===== src/design/lrupr_pkg.sv =====
// shared constants and default record types for the lru page replacement block
package lrupr_pkg;

   localparam int MAX_FRAMES_DFLT = 8;
   localparam int PAGE_BITS_DFLT  = 16;

   localparam int PAGE_W  = 16;
   localparam int FIDX_W  = 3;
   localparam int CFG_W   = 4;
   localparam int FAULT_W = 16;

   localparam logic [CFG_W-1:0]   FIU_RESET = 4'd8;
   localparam logic [FAULT_W-1:0] FAULT_MAX = 16'hFFFF;

   localparam int IDX_DFLT_W = (MAX_FRAMES_DFLT > 1) ? $clog2(MAX_FRAMES_DFLT) : 1;

   typedef struct packed {
      logic                      vld;
      logic [PAGE_BITS_DFLT-1:0] page;
      logic                      hit;
      logic [IDX_DFLT_W-1:0]     hit_idx;
      logic [IDX_DFLT_W-1:0]     hit_rank;
      logic                      emp;
      logic [IDX_DFLT_W-1:0]     emp_idx;
      logic [IDX_DFLT_W-1:0]     best_rank;
      logic [IDX_DFLT_W-1:0]     best_idx;
      logic [PAGE_BITS_DFLT-1:0] best_page;
   } srch_dflt_type;

   typedef struct packed {
      logic                      commit;
      logic [IDX_DFLT_W-1:0]     slot;
      logic                      write;
      logic                      age_all;
      logic [IDX_DFLT_W-1:0]     limit;
      logic [PAGE_BITS_DFLT-1:0] page;
   } upd_dflt_type;

endpackage


===== src/design/lrupr_req_if.sv =====
// request channel interface: page reference and start flag
interface lrupr_req_if;
   import lrupr_pkg::*;

   logic              valid;
   logic              ready;
   logic [PAGE_W-1:0] page;
   logic              start_new;

   modport source (output valid, output page, output start_new, input ready);
   modport sink   (input valid, input page, input start_new, output ready);
endinterface


===== src/design/lrupr_rsp_if.sv =====
// response channel interface: fault, frame and eviction result
interface lrupr_rsp_if;
   import lrupr_pkg::*;

   logic               valid;
   logic               ready;
   logic               fault;
   logic [FIDX_W-1:0]  frame_index;
   logic               evicted_valid;
   logic [PAGE_W-1:0]  evicted_page;
   logic [FAULT_W-1:0] fault_total;

   modport source (output valid, output fault, output frame_index, output evicted_valid,
                   output evicted_page, output fault_total, input ready);
   modport sink   (input valid, input fault, input frame_index, input evicted_valid,
                   input evicted_page, input fault_total, output ready);
endinterface


===== src/design/lrupr_cell.sv =====
// one frame cell: holds page, valid and rank, adds its match to the passing search record
module lrupr_cell #(
   parameter int  MAX_FRAMES = lrupr_pkg::MAX_FRAMES_DFLT,
   parameter int  PAGE_BITS  = lrupr_pkg::PAGE_BITS_DFLT,
   parameter int  INDEX      = 0,
   parameter type srch_type  = lrupr_pkg::srch_dflt_type,
   parameter type upd_type   = lrupr_pkg::upd_dflt_type
) (
   input  logic                                  clock,
   input  logic                                  reset,
   input  logic [$clog2(MAX_FRAMES+1)-1:0]       active,
   input  logic                                  clr,
   input  upd_type                               upd,
   input  srch_type                              tok_in,
   output srch_type                              tok_out
);
   import lrupr_pkg::*;

   localparam int IDX_W = (MAX_FRAMES > 1) ? $clog2(MAX_FRAMES) : 1;
   localparam int CNT_W = $clog2(MAX_FRAMES+1);
   localparam logic [IDX_W-1:0] RANK_MAX = IDX_W'(MAX_FRAMES - 1);
   localparam logic [IDX_W-1:0] MY_IDX   = IDX_W'(INDEX);

   logic                 valid_ff, valid_in;
   logic [PAGE_BITS-1:0] page_ff, page_in;
   logic [IDX_W-1:0]     rank_ff, rank_in;
   srch_type             tok_ff, tok_in_nxt;
   logic                 act;

   assign act = CNT_W'(INDEX) < active;

   // search contribution
   always_comb begin
      tok_in_nxt = tok_in;
      if (act && valid_ff && (page_ff == tok_in.page) && !tok_in.hit) begin
         tok_in_nxt.hit      = 1'b1;
         tok_in_nxt.hit_idx  = MY_IDX;
         tok_in_nxt.hit_rank = rank_ff;
      end
      if (act && !valid_ff && !tok_in.emp) begin
         tok_in_nxt.emp     = 1'b1;
         tok_in_nxt.emp_idx = MY_IDX;
      end
      if (act && ((INDEX == 0) || (rank_ff > tok_in.best_rank))) begin
         tok_in_nxt.best_rank = rank_ff;
         tok_in_nxt.best_idx  = MY_IDX;
         tok_in_nxt.best_page = page_ff;
      end
   end

   // state update
   always_comb begin
      valid_in = valid_ff;
      page_in  = page_ff;
      rank_in  = rank_ff;
      priority if (clr) begin
         valid_in = 1'b0;
         page_in  = '0;
         rank_in  = '0;
      end else if (upd.commit && (upd.slot == MY_IDX)) begin
         rank_in = '0;
         if (upd.write) begin
            valid_in = 1'b1;
            page_in  = upd.page;
         end
      end else if (upd.commit && valid_ff && (upd.age_all || (rank_ff < upd.limit)) &&
                   (rank_ff < RANK_MAX)) begin
         rank_in = rank_ff + 1'b1;
      end
   end

   always_ff @(posedge clock) begin
      if (reset) begin
         valid_ff <= 1'b0;
         rank_ff  <= '0;
      end else begin
         valid_ff <= valid_in;
         rank_ff  <= rank_in;
      end
   end

   always_ff @(posedge clock) begin
      page_ff <= page_in;
   end

   always_ff @(posedge clock) begin
      if (reset) begin
         tok_ff.vld <= 1'b0;
      end else begin
         tok_ff <= tok_in_nxt;
      end
   end

   assign tok_out = tok_ff;

endmodule


===== src/design/lru_page_replacement.sv =====
// top level: lru page frame table built as a chain of frame cells
// Each request passes through these steps from acceptance until the next request can be
// accepted: the launch register takes the search record, the record walks the chain of frame
// cells gathering hit, empty-frame and oldest-frame matches, a hold register keeps the outcome,
// and in the commit step every cell updates its rank and contents in parallel and the
// response register loads. The response is held until taken; a new request may be accepted
// while it waits, and its commit waits for the response register to free. Configuration
// writes to frames_in_use are taken at any edge with csr_we high.
module lru_page_replacement #(
   parameter int MAX_FRAMES = lrupr_pkg::MAX_FRAMES_DFLT,
   parameter int PAGE_BITS  = lrupr_pkg::PAGE_BITS_DFLT
) (
   input  logic                       clock,
   input  logic                       reset,
   lrupr_req_if.sink                  req_chan,
   lrupr_rsp_if.source                rsp_chan,
   input  logic                       csr_we,
   input  logic [lrupr_pkg::CFG_W-1:0] csr_wdata
);
   import lrupr_pkg::*;

   localparam int IDX_W = (MAX_FRAMES > 1) ? $clog2(MAX_FRAMES) : 1;
   localparam int CNT_W = $clog2(MAX_FRAMES+1);

   typedef struct packed {
      logic                 vld;
      logic [PAGE_BITS-1:0] page;
      logic                 hit;
      logic [IDX_W-1:0]     hit_idx;
      logic [IDX_W-1:0]     hit_rank;
      logic                 emp;
      logic [IDX_W-1:0]     emp_idx;
      logic [IDX_W-1:0]     best_rank;
      logic [IDX_W-1:0]     best_idx;
      logic [PAGE_BITS-1:0] best_page;
   } srch_type;

   typedef struct packed {
      logic                 commit;
      logic [IDX_W-1:0]     slot;
      logic                 write;
      logic                 age_all;
      logic [IDX_W-1:0]     limit;
      logic [PAGE_BITS-1:0] page;
   } upd_type;

   logic [CFG_W-1:0]   fiu_ff;
   logic [CNT_W-1:0]   active;
   logic               busy_ff;
   logic               req_fire;
   logic               clr;
   srch_type           inj_ff;
   srch_type           tok [MAX_FRAMES+1];
   srch_type           fin_ff;
   logic               commit;
   upd_type            upd;
   logic               fault;
   logic               ev_valid;
   logic [PAGE_BITS-1:0] ev_page;
   logic [FAULT_W-1:0] count_ff, count_in;

   logic               rsp_valid_ff;
   logic               rsp_fault_ff;
   logic [FIDX_W-1:0]  rsp_idx_ff;
   logic               rsp_ev_valid_ff;
   logic [PAGE_W-1:0]  rsp_ev_page_ff;
   logic [FAULT_W-1:0] rsp_total_ff;

   assign req_chan.ready = !busy_ff;
   assign req_fire       = req_chan.valid && !busy_ff;
   assign clr            = req_fire && req_chan.start_new;

   // clamp the frame count
   always_comb begin
      priority if (fiu_ff == '0) begin
         active = CNT_W'(1);
      end else if (int'(fiu_ff) > MAX_FRAMES) begin
         active = CNT_W'(MAX_FRAMES);
      end else begin
         active = CNT_W'(fiu_ff);
      end
   end

   always_ff @(posedge clock) begin
      if (reset) begin
         fiu_ff <= FIU_RESET;
      end else if (csr_we) begin
         fiu_ff <= csr_wdata;
      end
   end

   // search record launch
   always_ff @(posedge clock) begin
      if (reset) begin
         inj_ff.vld <= 1'b0;
      end else begin
         inj_ff.vld       <= req_fire;
         inj_ff.page      <= PAGE_BITS'(req_chan.page);
         inj_ff.hit       <= 1'b0;
         inj_ff.hit_idx   <= '0;
         inj_ff.hit_rank  <= '0;
         inj_ff.emp       <= 1'b0;
         inj_ff.emp_idx   <= '0;
         inj_ff.best_rank <= '0;
         inj_ff.best_idx  <= '0;
         inj_ff.best_page <= '0;
      end
   end

   assign tok[0] = inj_ff;

   for (genvar i = 0; i < MAX_FRAMES; i++) begin : g_cell
      lrupr_cell #(
         .MAX_FRAMES (MAX_FRAMES),
         .PAGE_BITS  (PAGE_BITS),
         .INDEX      (i),
         .srch_type  (srch_type),
         .upd_type   (upd_type)
      ) u_cell (
         .clock   (clock),
         .reset   (reset),
         .active  (active),
         .clr     (clr),
         .upd     (upd),
         .tok_in  (tok[i]),
         .tok_out (tok[i+1])
      );
   end

   // hold finished search until the response register is free
   always_ff @(posedge clock) begin
      if (reset) begin
         fin_ff.vld <= 1'b0;
      end else if (tok[MAX_FRAMES].vld) begin
         fin_ff <= tok[MAX_FRAMES];
      end else if (commit) begin
         fin_ff.vld <= 1'b0;
      end
   end

   assign commit = fin_ff.vld && (!rsp_valid_ff || rsp_chan.ready);

   // replacement decision
   always_comb begin
      upd.commit  = commit;
      upd.page    = fin_ff.page;
      upd.slot    = fin_ff.best_idx;
      upd.write   = 1'b1;
      upd.age_all = 1'b0;
      upd.limit   = fin_ff.best_rank;
      fault       = 1'b1;
      ev_valid    = 1'b0;
      ev_page     = '0;
      priority if (fin_ff.hit) begin
         upd.slot  = fin_ff.hit_idx;
         upd.write = 1'b0;
         upd.limit = fin_ff.hit_rank;
         fault     = 1'b0;
      end else if (fin_ff.emp) begin
         upd.slot    = fin_ff.emp_idx;
         upd.age_all = 1'b1;
      end else begin
         ev_valid = 1'b1;
         ev_page  = fin_ff.best_page;
      end
   end

   assign count_in = (fault && (count_ff != FAULT_MAX)) ? count_ff + 1'b1 : count_ff;

   always_ff @(posedge clock) begin
      if (reset) begin
         count_ff <= '0;
         busy_ff  <= 1'b0;
      end else begin
         priority if (clr) begin
            count_ff <= '0;
         end else if (commit) begin
            count_ff <= count_in;
         end
         priority if (req_fire) begin
            busy_ff <= 1'b1;
         end else if (commit) begin
            busy_ff <= 1'b0;
         end
      end
   end

   // response register
   always_ff @(posedge clock) begin
      if (reset) begin
         rsp_valid_ff <= 1'b0;
      end else if (commit) begin
         rsp_valid_ff <= 1'b1;
      end else if (rsp_chan.ready) begin
         rsp_valid_ff <= 1'b0;
      end
   end

   always_ff @(posedge clock) begin
      if (commit) begin
         rsp_fault_ff    <= fault;
         rsp_idx_ff      <= FIDX_W'(upd.slot);
         rsp_ev_valid_ff <= ev_valid;
         rsp_ev_page_ff  <= PAGE_W'(ev_page);
         rsp_total_ff    <= count_in;
      end
   end

   assign rsp_chan.valid         = rsp_valid_ff;
   assign rsp_chan.fault         = rsp_fault_ff;
   assign rsp_chan.frame_index   = rsp_idx_ff;
   assign rsp_chan.evicted_valid = rsp_ev_valid_ff;
   assign rsp_chan.evicted_page  = rsp_ev_page_ff;
   assign rsp_chan.fault_total   = rsp_total_ff;

endmodule


===== src/flat_wrapper.sv =====
// flat-port wrapper written by rule: the top's interface ports become plain ports
module lru_page_replacement_flat import lrupr_pkg::*;
#(
   parameter int MAX_FRAMES = lrupr_pkg::MAX_FRAMES_DFLT,
   parameter int PAGE_BITS  = lrupr_pkg::PAGE_BITS_DFLT
)
  (clock, reset, csr_we, csr_wdata, req_chan_valid, req_chan_page, req_chan_start_new, req_chan_ready, rsp_chan_valid, rsp_chan_fault, rsp_chan_frame_index, rsp_chan_evicted_valid, rsp_chan_evicted_page, rsp_chan_fault_total, rsp_chan_ready);
  lrupr_req_if req_chan_i ();
  lrupr_rsp_if rsp_chan_i ();
  input  logic clock;
  input  logic reset;
  input  logic csr_we;
  input  logic [lrupr_pkg::CFG_W-1:0] csr_wdata;
  input wire logic [$bits(req_chan_i.valid)-1:0] req_chan_valid;
  input wire logic [$bits(req_chan_i.page)-1:0] req_chan_page;
  input wire logic [$bits(req_chan_i.start_new)-1:0] req_chan_start_new;
  output wire logic [$bits(req_chan_i.ready)-1:0] req_chan_ready;
  output wire logic [$bits(rsp_chan_i.valid)-1:0] rsp_chan_valid;
  output wire logic [$bits(rsp_chan_i.fault)-1:0] rsp_chan_fault;
  output wire logic [$bits(rsp_chan_i.frame_index)-1:0] rsp_chan_frame_index;
  output wire logic [$bits(rsp_chan_i.evicted_valid)-1:0] rsp_chan_evicted_valid;
  output wire logic [$bits(rsp_chan_i.evicted_page)-1:0] rsp_chan_evicted_page;
  output wire logic [$bits(rsp_chan_i.fault_total)-1:0] rsp_chan_fault_total;
  input wire logic [$bits(rsp_chan_i.ready)-1:0] rsp_chan_ready;
  assign req_chan_i.valid = req_chan_valid;
  assign req_chan_i.page = req_chan_page;
  assign req_chan_i.start_new = req_chan_start_new;
  assign req_chan_ready = req_chan_i.ready;
  assign rsp_chan_valid = rsp_chan_i.valid;
  assign rsp_chan_fault = rsp_chan_i.fault;
  assign rsp_chan_frame_index = rsp_chan_i.frame_index;
  assign rsp_chan_evicted_valid = rsp_chan_i.evicted_valid;
  assign rsp_chan_evicted_page = rsp_chan_i.evicted_page;
  assign rsp_chan_fault_total = rsp_chan_i.fault_total;
  assign rsp_chan_i.ready = rsp_chan_ready;
  lru_page_replacement #(.MAX_FRAMES(MAX_FRAMES), .PAGE_BITS(PAGE_BITS)) u_core (.clock(clock), .reset(reset), .req_chan(req_chan_i), .rsp_chan(rsp_chan_i), .csr_we(csr_we), .csr_wdata(csr_wdata));
endmodule

===== config.mk =====
export PLATFORM = sky130hd
export DESIGN_NAME = lru_page_replacement_flat
export DESIGN_NICKNAME = d
export VERILOG_FILES = /design/src/design/lrupr_pkg.sv /design/src/design/lrupr_req_if.sv /design/src/design/lrupr_rsp_if.sv /design/src/design/lrupr_cell.sv /design/src/design/lru_page_replacement.sv /design/src/flat_wrapper.sv
export SDC_FILE = /design/constraint.sdc
export NUM_CORES = 1
export LEC_CHECK = 0
export BUFFER_PORTS_ARGS = -buffer_cell sky130_fd_sc_hd__buf_2
export CAP_MARGIN = 15
export CORE_MARGIN = 2
export CORE_UTILIZATION = 56
export DETAILED_ROUTE_END_ITERATION = 16
export GPL_ROUTABILITY_DRIVEN = 0
export GPL_TIMING_DRIVEN = 0
export PLACE_DENSITY = 0.75
export REMOVE_ABC_BUFFERS = 1
export SLEW_MARGIN = 20
export SYNTH_ARGS = -nofsm -noshare
export SYNTH_HDL_FRONTEND = slang
export SYNTH_SLANG_ARGS = --single-unit
export TNS_END_PERCENT = 1

===== constraint.sdc =====
create_clock -name clock -period 8.69 [get_ports clock]
set_input_delay 0.869 -clock clock [delete_from_list [all_inputs] [get_ports clock]]
set_output_delay 0.869 -clock clock [all_outputs]
set_load 0.005 [all_outputs]

Word-level counts from Yosys, hierarchy flattened
Cells that the tools add are included.

Register bits after elaboration: 665. Bits of input ports: 26. Logic and storage cells: 348. Output and inout bits: 39.

Reduce and logical (&&, ||, !) cells: 138. Magnitude comparators: 32. Bitwise gates (word level): 2. $add $sub $neg: 9. Equality and inequality tests: 16. Multiplexer cells: 29.

Operators by type and width (count): two-way mux 22 bit (7); equality test 16 bit (8); logical AND 1 bit (81); two-way mux 3 bit (10); adder 3 x 1 -> 3 bit, second input constant (8); zero test 1 bit (24); less-than comparator 3 bit (8); less-than comparator 3 bit, second input constant (8); OR reduction 3 bit (8); greater-than comparator 3 bit (7); AND reduction 2 bit (9); adder 16 x 1 -> 16 bit, second input constant (1); less-than comparator 3 x 4 -> 1 bit, first input constant (4); two-way mux 16 bit (1); != test 16 bit, second input constant (1); equality test 3 bit, second input constant (4); logical OR 1 bit (9); two-way mux 1 bit (9); less-than comparator 1 x 4 -> 1 bit, first input constant (2); less-than comparator 2 x 4 -> 1 bit, first input constant (2); two-way mux 4 bit (2); equality test 3 x 2 -> 1 bit, second input constant (2); nonzero test 2 bit (3); greater-than comparator 4 bit, second input constant (1); other kinds (5) (7).

Depth between registers and ports, before layout
Gate-level depths: netlist of run 1.

Depth after elaboration: 8. Depth in mapped cells: 10. Gate-level depth less buffers: 7.

Cells and area by module
Synthesis of run 1 repeated with hierarchy kept, for this count alone.

Cells, all modules: 2089. Area total of the unflattened synthesis: 28056.9 µm².

By module, submodules not included: lru_page_replacement (area each 4779.6 µm², cells an instance 317, times used 1); lrupr_cell at u_core.g_cell[4].u_cell (area each 2940.3 µm², cells an instance 223, times used 1); lrupr_cell at u_core.g_cell[6].u_cell (area each 2921.6 µm², cells an instance 222, times used 1); lrupr_cell at u_core.g_cell[2].u_cell (area each 2916.5 µm², cells an instance 221, times used 1); lrupr_cell at u_core.g_cell[1].u_cell (area each 2914.0 µm², cells an instance 221, times used 1); lrupr_cell at u_core.g_cell[3].u_cell (area each 2910.3 µm², cells an instance 223, times used 1); lrupr_cell at u_core.g_cell[5].u_cell (area each 2910.3 µm², cells an instance 221, times used 1); lrupr_cell at u_core.g_cell[7].u_cell (area each 2907.8 µm², cells an instance 228, times used 1); lrupr_cell at u_core.g_cell[0].u_cell (area each 2856.5 µm², cells an instance 213, times used 1).

Worst setup path after synthesis of run 1
Ideal clock, no wire load.

Path kind: input-to-reg. Start point: in reset. End point: reg u_core.inj_ff[49] (netlist bit). Slack: -0.601 ns. Arrival time: 9.189 ns. Path buffers: 1. Stages on the path: 3. Path through: clkbuf_1 > inv_1 > and3_1.

RTL lines: start: declaration (line flat_wrapper.sv:11) `input logic reset;`; end: declaration (line lru_page_replacement.sv:52) `srch_type inj_ff;`.

No word-level cell between the ends.

Final worst setup path of run 1
Start point: reg u_core.fin_ff[32] (netlist bit). End point: reg u_core.g_cell[6].u_cell.page_ff[3].

Word-level cells in the longest chain between the ends: 4. Elaborated cells on any way between the ends: 5.

RTL lines: start: declaration (line lru_page_replacement.sv:54) `srch_type fin_ff;`; start signal: assignment (line lru_page_replacement.sv:135) `fin_ff <= tok[MAX_FRAMES];`; two-way mux 3 bit (line lru_page_replacement.sv:154) `priority if (fin_ff.hit) begin`; equality test 3 bit (line lrupr_cell.sv:60) `end else if (upd.commit && (upd.slot == MY_IDX)) begin`; logical AND 1 bit (line lrupr_cell.sv:60); AND reduction 2 bit (no source line) (*); end signal: assignment (line lrupr_cell.sv:83) `page_ff <= page_in;`; end: declaration (line lrupr_cell.sv:25) `logic [PAGE_BITS-1:0] page_ff, page_in;`.

Mark *: on every way between the ends. The rest lies on a longest branch, timed or not. A chain may end at the register's enable or synchronous reset.

==> results.md, run 1 <==
- Max FO, Critical Path: 21
- Clock sink count: about 670
- Die Height: 223 um
- Post-route core utilization: between 60% and 70%
- Pwr per Cell Area: 223 mW/mm^2
- Worst min path class: register to register
- 1st-iter DRT viols: between 900 and 1k
- Ys Warns: 0
- Layout cells sized above 1: 20.4%
- Clock input transition at the sequential cells of the worst setup and hold paths: 60 ps
- Synth unique cells: 53
- Critical path data arrival time: 3640 ps
- Final Worst Setup Slack: about 5500 ps
- Buffers on Ports: 64
- Area grow syn2layout: 12.7%
- Vias in the first global route: roughly 15k
- Max Cap Viol: 0
- Metal-1 WL: 20700 um
- Status: finished, final reports clean
- Number of nets in the layout: just over 2k
- DP Worst Slack: approximately 5000 ps
- Share of the synthesized area in the top cell type: a little over half
- Seq cells post-synth: between 600 and 700
- CP max-delay cell: nand3_1
- Max stage delay on crit path: between 900 and 1000 ps
- Fmax: roughly 320 MHz
- Die area: 0.0499 sq mm
- Post-DP Area: around 0.028 sq mm
- Setup Skew: 23.5 ps
- Async set or reset register ratio after synthesis: 0%
- Number of gates resized after cts: 0
- Post-Syn Area: 0.0270 sq mm
- First-pass GRT wire length: just under 80000 um
- DR pass1 iterations: 5
- CP Data Required Time: between 9000 and 10000 ps
- Relative slew slack: around a quarter
- Fin crit period: approximately 3200 ps
- Clock latency on the worst-skew pair: 590 ps
- Cell Rows: 80
- Gr usage total: between 15 and 20%
- Dominant cell type by area after synthesis: edfxtp_1
- Register area share after synthesis: approximately two thirds
- Critical path startpoint category: register
- Syn Area/Cell: about 14 sq um
- Root Driver: clkbuf_16
- Largest net degree at the start of global routing: between 100 and 150
- WL met3: between 1500 and 2000 um
- Tightest Pin Transition: 1130 ps
- Post-synth EDFFs: 473
- Max Buffers Root-to-Sink: 3
- Setup Fix Bufs, Post-CTS: 0
- GRT Residual Overflow: 0
- Leakage: 11.6 nW
- Worst Setup End Kind: register
- WS Path Type: register to register
- Total wire length: ~49000 um
- Initial antenna violation count: 0
- Hold_buf cts: 0
- Final period util: 36.4%
- Fin Setup TNS: 0 ps
- Post-detail-place hpwl: around 34000 um
- Final Hold Vio Count: 0
- Top_reg_cell synth: edfxtp_1
- Core area: 0.0476 sq mm
- I/O pins: 65
- WL per Instance: about 19 um
- Max layer used: met4
- Critical path, cell by cell: nor4_2 > nand3_1 > mux2i_1 > nor2_1
- Maximum vdd ir drop: 0.000194 V
- Via-per-instance ratio: 5.47
- # H-tree levels: 3
- Routed Antenna Nets: 0
- CTS tree: done
- Slew Limit Fails: 0
- Final instance area: roughly 0.030 sq mm
- Die width: ~220 um
- Gate Count Post-Synth: about 1.9k
- RSZ-0062 raised after global routing: no
- Final Setup Violations: 0
- Vias post-DR: between 10k and 15k
- Total CTS buffers: 67
- Top post-synthesis cells by area: edfxtp_1 (53%), dfxtp_1 (14%), mux2_2 (6.4%)
- Initial Util: 56.6%
- Remaining DRCs: 0
- WL met2: approximately 25000 um
-- layout by cell type, fill, tap and decap left out, types with 30 or more instances in the layout --
| master | n |
|---|---|
| xor2_1 | 75 |
| clkbuf_16 | 69 |
| mux2_2 | 153 |
| dfxtp_1 | 192 |
| ha_1 | 46 |
| nor3_1 | 30 |
| xnor2_1 | 78 |
| buf_2 | 64 |
| nor2_1 | 180 |
| mux2i_1 | 136 |
| nand2_1 | 63 |
| edfxtp_1 | 473 |
| inv_1 | 36 |
| or2_2 | 36 |
| a21oi_1 | 38 |
-- through the flow --
step / cells / hold slack (ps) / total power, mW
finish: 2624 / 415 / 6.76
global route: 2623 / 418 / 6.97
CTS: 2623 / 415 / 6.82
detailed placement: 2500 / 405 / 3.89
global placement: 2478 / 402 / 3.89
floorplan: 1799 / 400 / 3.81
-- synthesized netlist by cell type, types with 20 or more instances --
library cell and number:
edfxtp_1 473, dfxtp_1 192, nor2_1 181, mux2_2 153, mux2i_1 138, xnor2_1 78, clkbuf_1 75, xor2_1 75
nand2_1 63, ha_1 46, a21oi_1 39, inv_1 37, or2_2 36, nor3_1 33, nor2b_1 25, nor4_1 25
nand4_1 23, and2_1 22, nand3_1 22, and3_1 20
-- final timing paths --
path | startpoint | endpoint | slack (ps) | cells after the start
setup / recovery | u_core.fin_ff[32]$_DFFE_PP_ | u_core.g_cell[6].u_cell.page_ff[3]$_SDFFE_PP0P_ | 5530 | 4
hold / removal | u_core.g_cell[7].u_cell.tok_out[39]$_DFFE_PN_ | u_core.fin_ff[39]$_DFFE_PP_ | 410 | 0
setup reg to reg | u_core.fin_ff[32]$_DFFE_PP_ | u_core.g_cell[6].u_cell.page_ff[3]$_SDFFE_PP0P_ | 5530 | 4
hold reg to reg | u_core.g_cell[7].u_cell.tok_out[39]$_DFFE_PN_ | u_core.fin_ff[39]$_DFFE_PP_ | 410 | 0
-- critical path: cells and delay by family (launching register included) --
| family | cells | cell delay (ps) |
|---|---|---|
| flops | 1 | 700 |
| mux | 1 | 460 |
| simple gates | 3 | 1880 |
-- final cells by class --
cell class                      count  area (sq um)
Fill cell                        3328         17300
Sequential cell                   665         18000
Clock buffer                       96          1860
Clock inverter                     27           397
Tap cell                          615           769
Antenna cell                        1          2.50
Multi-Input combinational cell   1095          8470
Timing Repair Buffer               86           678
Inverter                           39           154
-- layer usage --
layer / up-vias / GRT usage, %
met3: 88 / 2.98
li1: 6975 / -
met2: 305 / 34.6
met5: - / 0
met4: 0 / 8.11
met1: 6978 / 24.3
-- flip-flops by register name (all words and copies together), names as in the netlist, 3 cells and up --
register and count:
u_core.rsp_chan.fault_total 16, u_core.count_ff 16, u_core.g_cell.u_cell.tok_out 379, u_core.g_cell.u_cell.rank_ff 24
u_core.fiu_ff 4, u_core.rsp_chan.frame_index 3, u_core.inj_ff 17, u_core.g_cell.u_cell.valid_ff 8
u_core.rsp_chan.evicted_page 16, u_core.g_cell.u_cell.page_ff 128, u_core.fin_ff 50
-- cell families after synthesis --
| family | Yosys count | synth area share, % |
|---|---|---|
| AND/OR/NAND/NOR | 491 | 9.29 |
| XOR/XNOR | 153 | 4.97 |
| buffers and inverters | 145 | 2.33 |
| flip-flops | 665 | 66.9 |
| multiplexers | 291 | 11.5 |
| AO/OA/AOI/OAI | 114 | 2.82 |
| adder cells (fa/ha/maj) | 46 | 2.13 |
-- power breakdown --
group,internal [mW],total (mW),switching [mW]
Clock,1.77,2.94,1.17
Combinational,0.107,0.245,0.138
Sequential,3.53,3.58,0.0484
Note: power is estimated with default switching activity, not from simulation.
==> run 2, diff against run 1 <==
CORE_UTILIZATION = 60   (was 56)
PLACE_DENSITY = 0.77   (was 0.75)
clock period = 3.02 ns   (was 8.69 ns; I/O delays follow)
==> results.md, run 2 (same netlist as run 1, synthesis figures left out) <==
- Maximum vdd ir drop: roughly 0.00052 V
- Clock input transition at the sequential cells of the worst setup and hold paths: 60 ps
- Most frequent cells in the layout: edfxtp_1 (473), dfxtp_1 (192), nor2_1 (180)
- Clock sink count: approximately 670
- DP Worst Slack: -440 ps
- Metal-1 WL: 20400 um
- Pwr per Cell Area: about 630 mW/mm^2
- Post-detail-place hpwl: about 33000 um
- Final Worst Setup Slack: between 200 and 250 ps
- Leakage: about 12 nW
- Final instance area: 0.0305 sq mm
- Die width: between 200 and 250 um
- Core area: 0.0443 sq mm
- Number of nets in the layout: about 2.0k
- Final Hold Vio Count: 0
- Via-per-instance ratio: 5.52
- CP max-delay cell: edfxtp_1
- Relative slew slack: ~20%
- Tot Pwr: 19.1 mW
- Final Non-Filler Cells: about 2.6k
- Remaining DRCs: 0
- Critical path, cell by cell: nand2_1 > o21a_1 > inv_2 > nor3_2 > buf_4 > buf_4 > mux2i_1 > nor2_1
- Crit. Startpoint: u_core.fin_ff[32]$_DFFE_PP_
- WS Path Type: register to register
- Max FO, Critical Path: 12
- WL met2: 24700 um
- Critical path data arrival time: about 3300 ps
- Buf/Inv on CP: 3
- CP Depth: 8
- Vias in the first global route: ~15k
- Fmax: 355 MHz
- Root Driver: clkbuf_16
- Final Setup Violations: 0
- Post-DP Area: 0.0281 sq mm
- Reg-to-Reg Start: u_core.fin_ff[32]$_DFFE_PP_
- First-pass GRT wire length: slightly below 80000 um
- I/O pins: between 60 and 70
- RR Endpoint: u_core.g_cell[1].u_cell.page_ff[6]$_SDFFE_PP0P_
- WL met3: ~1900 um
- WL per Instance: approximately 19 um
- RSZ-0062 raised after global routing: no
- Largest net degree at the start of global routing: 95
- Area grow syn2layout: 13.2%
- Max Cap Viol: 0
- Max stage delay on crit path: between 600 and 700 ps
- Fin crit period: 2820 ps
- Total CTS buffers: approximately 70
- Post-Place Cells: between 2k and 2.5k
- R2r setup slk: a little over 200 ps
- Ant. Diodes: 0
- GRT Residual Overflow: 0
- Max Buffers Root-to-Sink: 3
- WHS: 60.7 ps
- Clock latency on the worst-skew pair: 590 ps
- Min-delay src: csr_we
- DR pass1 iterations: 6
- Die area: roughly 0.047 sq mm
- # H-tree levels: 3
- Commonest non-fill, non-tap cell in the layout: edfxtp_1
- Initial antenna violation count: 1
- Status: finished, final reports clean
- 1st-iter DRT viols: just over 1k
- Buffers on Ports: between 60 and 70
- Vias post-DR: ~14k
- Slew Limit Fails: 0
- Total wire length: approximately 50000 um
- Post-route core utilization: about 70%
- Worst min path class: primary input to register
- Worst Setup End Kind: register
- Min-Delay Endpoint: u_core.fiu_ff[3]$_SDFFE_PP1P_
- Fin Setup TNS: 0 ps
- Tightest Pin Transition: about 1200 ps
- Critical path startpoint category: register
- Delay-heaviest family, CP: simple AND/OR/NAND/NOR gates
- Cell Rows: 77
- Layout cells sized above 1: slightly above 20%
- CTS tree: done
- Initial Util: between 60% and 70%
- Max reg flops: roughly 380
- Gr usage total: 21.5%
- Most frequent CP cell: buf_4
- Setup Skew: 25.8 ps
- Routed Antenna Nets: 0
- R2R depth: 8
- Hold Path Depth: 3
- CP Data Required Time: between 3000 and 4000 ps
- Final period util: 93.3%
- Max layer used: met4
- Die Height: between 200 and 250 um
## run 2: cell types whose count changed in the layout (fill, tap and decap cells not counted), sizes merged
cell         delta
diode           -1
clkbuf          -5
bufinv          -4
clkinv         +10
inv             +3
dlygate4sd3    +21
## run 2: worst max-delay path by stage
stage / endpoint
finish: u_core.g_cell[1].u_cell.page_ff[6]$_SDFFE_PP0P_
global route: u_core.g_cell[1].u_cell.page_ff[1]$_SDFFE_PP0P_
global placement: u_core.inj_ff[49]$_SDFF_PP0_
CTS: u_core.g_cell[6].u_cell.rank_ff[2]$_SDFFE_PP0P_
floorplan: u_core.inj_ff[49]$_SDFF_PP0_
detailed placement: u_core.g_cell[6].u_cell.page_ff[11]$_SDFFE_PP0P_
## run 2: metal layers
metal / global-route usage [%] / up-vias
met5: 0 / -
met4: 9.61 / 0
met3: 3.04 / 101
met2: 37.4 / 365
met1: 26.9 / 6989
li1: - / 7026
## run 2: report_power, final
group / internal (mW) / total, mW / switching (mW)
clock: 4.78 / 8.09 / 3.32
sequential: 10.2 / 10.3 / 0.139
combinational: 0.327 / 0.728 / 0.401
total: 15.3 / 19.1 / 3.86
## run 2: cell type report
class,count,area [sq um]
Inverter,39,154
Fill cell,2938,13800
Sequential cell,665,18000
Timing Repair Buffer,108,903
Clock buffer,90,1860
Tap cell,592,741
Multi-Input combinational cell,1095,8500
Clock inverter,36,320
## run 2: worst reg2reg max path, stage by stage (launching register included)
cell and delay (ps):
edfxtp_1 610, nand2_1 150, o21a_1 430, inv_2 200, nor3_2 530, buf_4 310
buf_4 210, mux2i_1 200, nor2_1 70
## run 2: what timing repair did
item,in CTS,in global routing
hold endpoints to repair,21,0
pin swaps,0,0
gates resized for setup,7,2
buffers inserted,0,1
hold buffers,21,0
setup endpoints to repair,75,47
